File: config.mk
export PLATFORM = sky130hd
export DESIGN_NAME = vrp_ctrl
export DESIGN_NICKNAME = d
export VERILOG_FILES = /design/src/hw/rtl/vrp_pkg.sv /design/src/hw/rtl/vrp_ctrl.sv
export SDC_FILE = /design/constraint.sdc
export NUM_CORES = 1
export LEC_CHECK = 0
export BUFFER_PORTS_ARGS = -buffer_cell sky130_fd_sc_hd__buf_4
export CAP_MARGIN = 15
export CORE_AREA = 4 4 41 43
export CTS_CLUSTER_SIZE = 8
export DETAILED_ROUTE_END_ITERATION = 10
export DIE_AREA = 0 0 45 47
export GPL_TIMING_DRIVEN = 1
export PLACE_DENSITY = 0.41
export SLEW_MARGIN = 5
export SYNTH_ARGS = -nofsm -noshare
export SYNTH_HDL_FRONTEND = slang
export SYNTH_SLANG_ARGS = --single-unit
File: constraint.sdc
create_clock -name clk -period 1.6 [get_ports clk]
set_input_delay 0.24 -clock clk [delete_from_list [all_inputs] [get_ports clk]]
set_output_delay 0.24 -clock clk [all_outputs]
set_load 0.005 [all_outputs]
File: src/hw/rtl/vrp_pkg.sv
`timescale 1ns / 1ps
// ----------------------------------------------------------------------------
// Video register port package
// Shared types, opcodes, store depths and memory map constants.
// ----------------------------------------------------------------------------
package vrp_pkg;

    // Store depths. Pattern and name depths must be powers of two.
    localparam int PATTERN_DEPTH = 8192;
    localparam int NAME_DEPTH    = 2048;
    localparam int SPRITE_DEPTH  = 256;
    localparam int PALETTE_DEPTH = 32;

    localparam int PATTERN_AW = $clog2(PATTERN_DEPTH);
    localparam int NAME_AW    = $clog2(NAME_DEPTH);
    localparam int SPRITE_AW  = $clog2(SPRITE_DEPTH);
    localparam int PALETTE_AW = $clog2(PALETTE_DEPTH);

    // Opcodes.
    localparam logic [2:0] OP_READ_STATUS  = 3'd0;
    localparam logic [2:0] OP_READ_SPRITE  = 3'd1;
    localparam logic [2:0] OP_READ_DATA    = 3'd2;
    localparam logic [2:0] OP_WRITE_SCROLL = 3'd3;
    localparam logic [2:0] OP_WRITE_ADDR   = 3'd4;
    localparam logic [2:0] OP_WRITE_DATA   = 3'd5;
    localparam logic [2:0] OP_WRITE_SPRITE = 3'd6;
    localparam logic [2:0] OP_LOAD_PATTERN = 3'd7;

    // Video memory map.
    localparam logic [15:0] NAME_BASE    = 16'h2000;
    localparam logic [15:0] PALETTE_BASE = 16'h3F00;
    localparam logic [15:0] VRAM_LIMIT   = 16'h4000;

    localparam logic [7:0]  STATUS_SET   = 8'hC0;
    localparam logic [15:0] STEP_ONE     = 16'd1;
    localparam logic [15:0] STEP_ROW     = 16'd32;

    typedef struct packed {
        logic [2:0]  opcode;
        logic [7:0]  data_byte;
        logic [7:0]  sprite_index;
        logic [12:0] pattern_address;
    } request_t;

    typedef struct packed {
        logic [7:0]  read_value;
        logic [7:0]  scroll_horizontal;
        logic [7:0]  scroll_vertical;
        logic [15:0] video_address;
    } result_t;

    // Controller to datapath commands.
    typedef struct packed {
        logic clear;
        logic fetch;
        logic exec;
    } ctrl_cmd_t;

    // Datapath to controller status.
    typedef struct packed {
        logic clear_last;
    } dp_status_t;

endpackage

File: src/hw/rtl/vrp_ctrl.sv
`timescale 1ns / 1ps
// ----------------------------------------------------------------------------
// Video register port controller
// Sequences the store clearing pass, the fetch of an access and its update.
// ----------------------------------------------------------------------------
module vrp_ctrl (
    input  logic               clk,
    input  logic               rst_n,
    input  logic               start,
    input  vrp_pkg::dp_status_t status,
    output vrp_pkg::ctrl_cmd_t cmd,
    output logic               busy,
    output logic               done
);
    import vrp_pkg::*;

    typedef enum logic [2:0] {
        S_CLEAR = 3'b001,
        S_IDLE  = 3'b010,
        S_EXEC  = 3'b100
    } state_t;

    state_t state_reg;
    state_t state_next;
    logic   done_reg;

    always_comb
    begin
        state_next = state_reg;
        case (state_reg)
            S_CLEAR:
            begin
                if (status.clear_last)
                begin
                    state_next = S_IDLE;
                end
            end
            S_IDLE:
            begin
                if (start)
                begin
                    state_next = S_EXEC;
                end
            end
            S_EXEC:
            begin
                state_next = S_IDLE;
            end
            default:
            begin
                state_next = S_CLEAR;
            end
        endcase
    end

    always_ff @(posedge clk or negedge rst_n)
    begin
        if (!rst_n)
        begin
            state_reg <= S_CLEAR;
            done_reg  <= 1'b0;
        end
        else
        begin
            state_reg <= state_next;
            done_reg  <= (state_reg == S_EXEC);
        end
    end

    assign busy      = (state_reg != S_IDLE);
    assign cmd.clear = (state_reg == S_CLEAR);
    assign cmd.fetch = (state_reg == S_IDLE) && start;
    assign cmd.exec  = (state_reg == S_EXEC);
    assign done      = done_reg;

endmodule

==> results.cfg, run 1 <==
[yosys]
yosys.cell_types.count = 12
syn_area_sq_um = 179
synth_nets = 20
async_reset_ff_share_pct = 100
ys_warn_count = 0
yosys.area.top_type = dfrtp_1
ys_dominant_reg_cell = dfrtp_1
synth_edf_count = 0
netlist_instances = 16
synth_area_leaders = dfrtp_1 42%, dfstp_2 15%, or3b_4 6.3%
synth_top_area_share_pct = 42.0
syn_area_per_cell_sq_um = 11.2
synth.most_common_cell = dfrtp_1
ys_ff_latch = 4
seq_area_frac_synth_pct = 56.6
ys_top_cells_by_count = 3 x dfrtp_1, 2 x inv_1, 2 x nor2_1

[min_path]
holdPathStages = 3
worstHoldPathType = input port to flip-flop

[timing]
slew_headroom_pct = 78.2
maxClockFrequency_mhz = 664
drv_slew = 0
hold_violations = 0
clock_skew_ns = 0.00104
fin_crit_sh_pct = 94.1
tightestPinTransition_ns = 0.323
tns_ns = 0
setup_violations = 0
holdWs_ns = 0.263
period_needed_ns = 1.51
grt_setup_unrepaired = no

[clocking]
cts_max_level = 1
clk_latency_ns = 0.23
cts_made_buffers = 3
cts_tree = done
clk_pin_slew_ns = 0.04
cts.path.max_buffers = 2
cts_sinks = 4
root_buffer = clkbuf_4

[setup_path]
path_cells = or3b_4, nor2_1, buf_4
crit_path_start_kind = flip-flop
slowest_delay_ns = 0.43
worstSetupPathType = flip-flop to output port
critPathCaptureType = output port
cp_max_fo = 6
cp_data_required_time_ns = 1.36
ff2ff_path_depth = 2
crit_arrival_ns = 1.27
critPathSlowestCell = dfrtp_2

[floorplan]
rows = 13
fp.coreArea_sq_um = 1300
io_pins = 9
die-area_sq_um = 2120
start_util_pct = 13.8
chipHeight_microns = 47
die_w_microns = 45

[grt]
grt_pass1_vias = 209
grt_pass1_wl_microns = 862
antenna_found_initial = 0
track_usage_pct = 5.86
grt_max_degree = 7
gr-total-overflow = 0

[detailed_routing]
via_count = 174
drt_pre_antenna_iters = 2
ant_nets = 0
detail_route.wl_per_cell_microns = 10.8
via_per_inst = 3.95
first_iter_violations = 2
drt_wl_total_microns = 475
drc_errors = 0

[final_layout]
largest_register_ffs = 3
num_antenna_cells = 0
nets = 34
instances_no_fill = 44
fin_area_sq_um = 297
area_delta_synth_final_pct = 65.7
nFillCells = 161
layout-drive-gt1-share_pct = 51.7

[power_and_ir_drop]
p_per_area_nw_per_um2 = 1590
ir_drop_mv = 0.454
p_leak_nw = 0.148

[place]
port_buffers = 8
post_dp_cell_area_sq_um = 258
dp_hpwl_microns = 384
place.gp.congestion = 0.666
place_inst = 39

[run]
drv_cap = 0

[outcome]
status = finished clean
==> stage by stage <==
stage | worst slack [ns] | total power [mW] | util, %
after global routing | 0.0167 | 0.512 | 22.8
after global placement | 0.329 | 0.322 | 19.8
after floorplan | 0.448 | 0.253 | -
final | 0.0940 | 0.470 | 22.8
after detailed placement | 0.319 | 0.329 | 19.8
after CTS | 0.0634 | 0.477 | 22.6
==> layout by cell type, fill, tap and decap left out <==
cell type / Yosys / layout
a21oi_1: 1 / 1
buf_4: 0 / 8
clkbuf_1: 0 / 1
clkbuf_4: 0 / 3
dfrtp_1: 3 / 1
dfrtp_2: 0 / 2
dfstp_2: 1 / 1
dlygate4sd3_1: 0 / 1
inv_1: 2 / 2
nor2_1: 2 / 2
nor3_1: 1 / 1
nor3b_1: 1 / 1
nor4b_1: 1 / 1
nor4bb_1: 1 / 1
or3_1: 1 / 1
or3b_4: 1 / 1
xor2_1: 1 / 1
==> cell type report <==
class,count,area (sq um),share of cell area [%]
Clock buffer,4,26.3,8.86
Inverter,2,7.51,2.53
Multi-Input combinational cell,10,70.1,23.6
Sequential cell,4,104,35.0
Tap cell,15,18.8,6.33
Timing Repair Buffer,9,70.1,23.6
==> repair_timing <==
action / in CTS / in global routing
hold buffers: 1 / 0
endpoints found under the hold margin: 4 / 0
setup buffers: 0 / 0
setup endpoints to repair: 0 / 1
gates resized for setup: 0 / 2
==> path summary, 6_finish.rpt <==
path,start,to,slack [ns]
setup / recovery,state_reg[2],cmd[1],0.09
hold / removal,start,state_reg[2],0.26
hold reg to reg,state_reg[0],state_reg[0],0.52
min in group asynchronous,rst_n,state_reg[2],0.35
max in group asynchronous,rst_n,state_reg[0],1.06
setup reg to reg,state_reg[0],state_reg[1],0.47
==> worst max-delay path: cells and delay by family, from the launching register on <==
kind | cells | cell delay, ns
flops | 1 | 0.43
buf+inv | 1 | 0.11
simple gates | 2 | 0.48
==> cells by family (layout without fill, tap and decap cells) <==
group,after synthesis,after routing,synth area share [%]
flip-flops,4,4,56.6
XOR/XNOR,1,1,4.90
buffers and inverters,2,15,4.20
AO/OA/AOI/OAI,1,1,2.79
AND/OR/NAND/NOR,8,8,31.5
==> per-layer routing <==
metal  vias to the layer above  GRT usage (%)  share of wire [%]
li1                         80              -                  -
met1                        90           4.36                 31
met2                         4           12.1                 64
met3                         0           1.15                5.5
met4                         0           5.26                  0
met5                         -              0                  0
==> where the power goes <==
| part | switching (mW) | internal (mW) | total [mW] | leakage [nW] |
|---|---|---|---|---|
| sequential | 0.0433 | 0.143 | 0.186 | 0.0481 |
| combinational | 0.0535 | 0.0926 | 0.146 | 0.0846 |
| clock | 0.0441 | 0.0938 | 0.138 | 0.0150 |
(Power assumes the default switching activity.)
==> inputs of run 2 (changes only) <==
Settings changed: CORE_AREA 4 4 41 43 to 2 2 39 41, DIE_AREA 0 0 45 47 to 0 0 41 43, PLACE_DENSITY 0.41 to 0.42.
Clock period 1.6 ns to 1.25 ns, I/O delays scaled along.
==> results.cfg, run 2 (synthesis results as in run 1) <==
[timing]
fin_ws_ns = -0.152
drv_slew = 0
setup_violations = 4
period_needed_ns = 1.40
slew_headroom_pct = 77.7
maxClockFrequency_mhz = 713
tightestPinTransition_ns = 0.333
fin_crit_sh_pct = 112
hold_violations = 0
grt_setup_unrepaired = yes
tns_ns = -0.367
clock_skew_ns = 0.00263

[setup_path]
crit_arrival_ns = 1.21
worstSetupPathType = flip-flop to output port
reg2reg_slack_ns = 0.11
cp_max_fo = 3
critPathCaptureType = output port
cp_data_required_time_ns = 1.06
crit_path_start_kind = flip-flop

[grt]
track_usage_pct = 5.43
antenna_found_initial = 0
grt_pass1_wl_microns = 586
gr-total-overflow = 0
grt_max_degree = 5
grt_pass1_vias = 144

[power_and_ir_drop]
power_mw = 0.666
p_per_area_nw_per_um2 = 2040
p_leak_nw = 0.168
ir_drop_mv = 0.466

[clocking]
root_buffer = clkbuf_4
clk_latency_ns = 0.23
cts_tree = done
cts_sinks = 4
cts.path.max_buffers = 2
cts_max_level = 1
cts_made_buffers = 3
clk_pin_slew_ns = 0.04

[final_layout]
instances_no_fill = 48
area_delta_synth_final_pct = 82.5
num_antenna_cells = 0
final_common_cell = buf_4
nets = 37
layout_common_cells = 10 x buf_4, 3 x clkbuf_4, 3 x dfrtp_1, 2 x nor2_1
fin_area_sq_um = 327
layout-drive-gt1-share_pct = 56.3
largest_register_ffs = 3

[place]
port_buffers = 8
pre_cts_slack_ns = 0.0976
place.gp.congestion = 0.668
place_inst = 42
post_dp_cell_area_sq_um = 274
dp_hpwl_microns = 309

[floorplan]
die_w_microns = 41
io_pins = 9
fp.coreArea_sq_um = 1380
chipHeight_microns = 43
die-area_sq_um = 1760
start_util_pct = 12.9
rows = 14

[detailed_routing]
via_per_inst = 3.46
via_count = 166
first_iter_violations = 0
ant_nets = 0
drt_wl_total_microns = 409
drc_errors = 0
detail_route.wl_per_cell_microns = 8.52
drt_pre_antenna_iters = 1

[run]
drv_cap = 0

[outcome]
status = complete, but fails checks
failed_checks = setup timing

[min_path]
worstHoldPathType = input port to flip-flop
==> run 2: per-layer routing <==
metal / track usage, % / vias up / share of wire (%)
met5: 0 / - / 0
met4: 8.00 / 0 / 0
met3: 1.57 / 0 / 7.3
met2: 5.00 / 7 / 38
met1: 7.44 / 71 / 54
li1: - / 88 / -
==> run 2: what timing repair did <==
action / CTS / global route
hold buffers: 1 / 0
pin swaps: 1 / 0
setup endpoints to repair: 4 / 4
hold endpoints to repair: 4 / 0
gates resized for setup: 2 / 1
cloned: 0 / 0
setup buffers: 2 / 0
==> run 2: path summary, 6_finish.rpt <==
check                                   from  cells past startpoint      endpoint
worst max-delay path            state_reg[2]                      3        cmd[1]
worst min-delay path                   start                      3  state_reg[2]
worst max register to register  state_reg[0]                      3  state_reg[1]
worst min register to register  state_reg[1]                      1          done
max in group asynchronous              rst_n                      2  state_reg[0]
min in group asynchronous              rst_n                      2  state_reg[2]
==> run 2: power breakdown <==
part           total, mW  internal [mW]  switching (mW)
registers          0.212          0.179          0.0335
clock network      0.174          0.120          0.0543
logic              0.280          0.174           0.106
total              0.666          0.473           0.194
==> run 2: final cells by class <==
| cell class | instances | area, sq um |
|---|---|---|
| clock buffers | 4 | 26.3 |
| inverters | 2 | 7.51 |
| well taps | 16 | 20.0 |
| multi-input cells | 10 | 75.1 |
| fillers | 154 | 1060 |
| repair buffers | 12 | 96.3 |
| flip-flops and latches | 4 | 101 |
==> run 2: worst max-delay path, stage by stage (launching register included) <==
cell,delay (ns)
dfrtp_1,0.39
or3b_4,0.39
nor2_1,0.09
buf_4,0.11
==> run 2: stage by stage <==
stage          utilization (%)  hold slack [ns]
3_5_place_dp              19.8          -0.0155
6_report                  23.6            0.211
2_1_floorplan                -           -0.108
4_1_cts                   23.3            0.206
3_3_place_gp              19.8          -0.0171
5_1_grt                   23.6            0.211
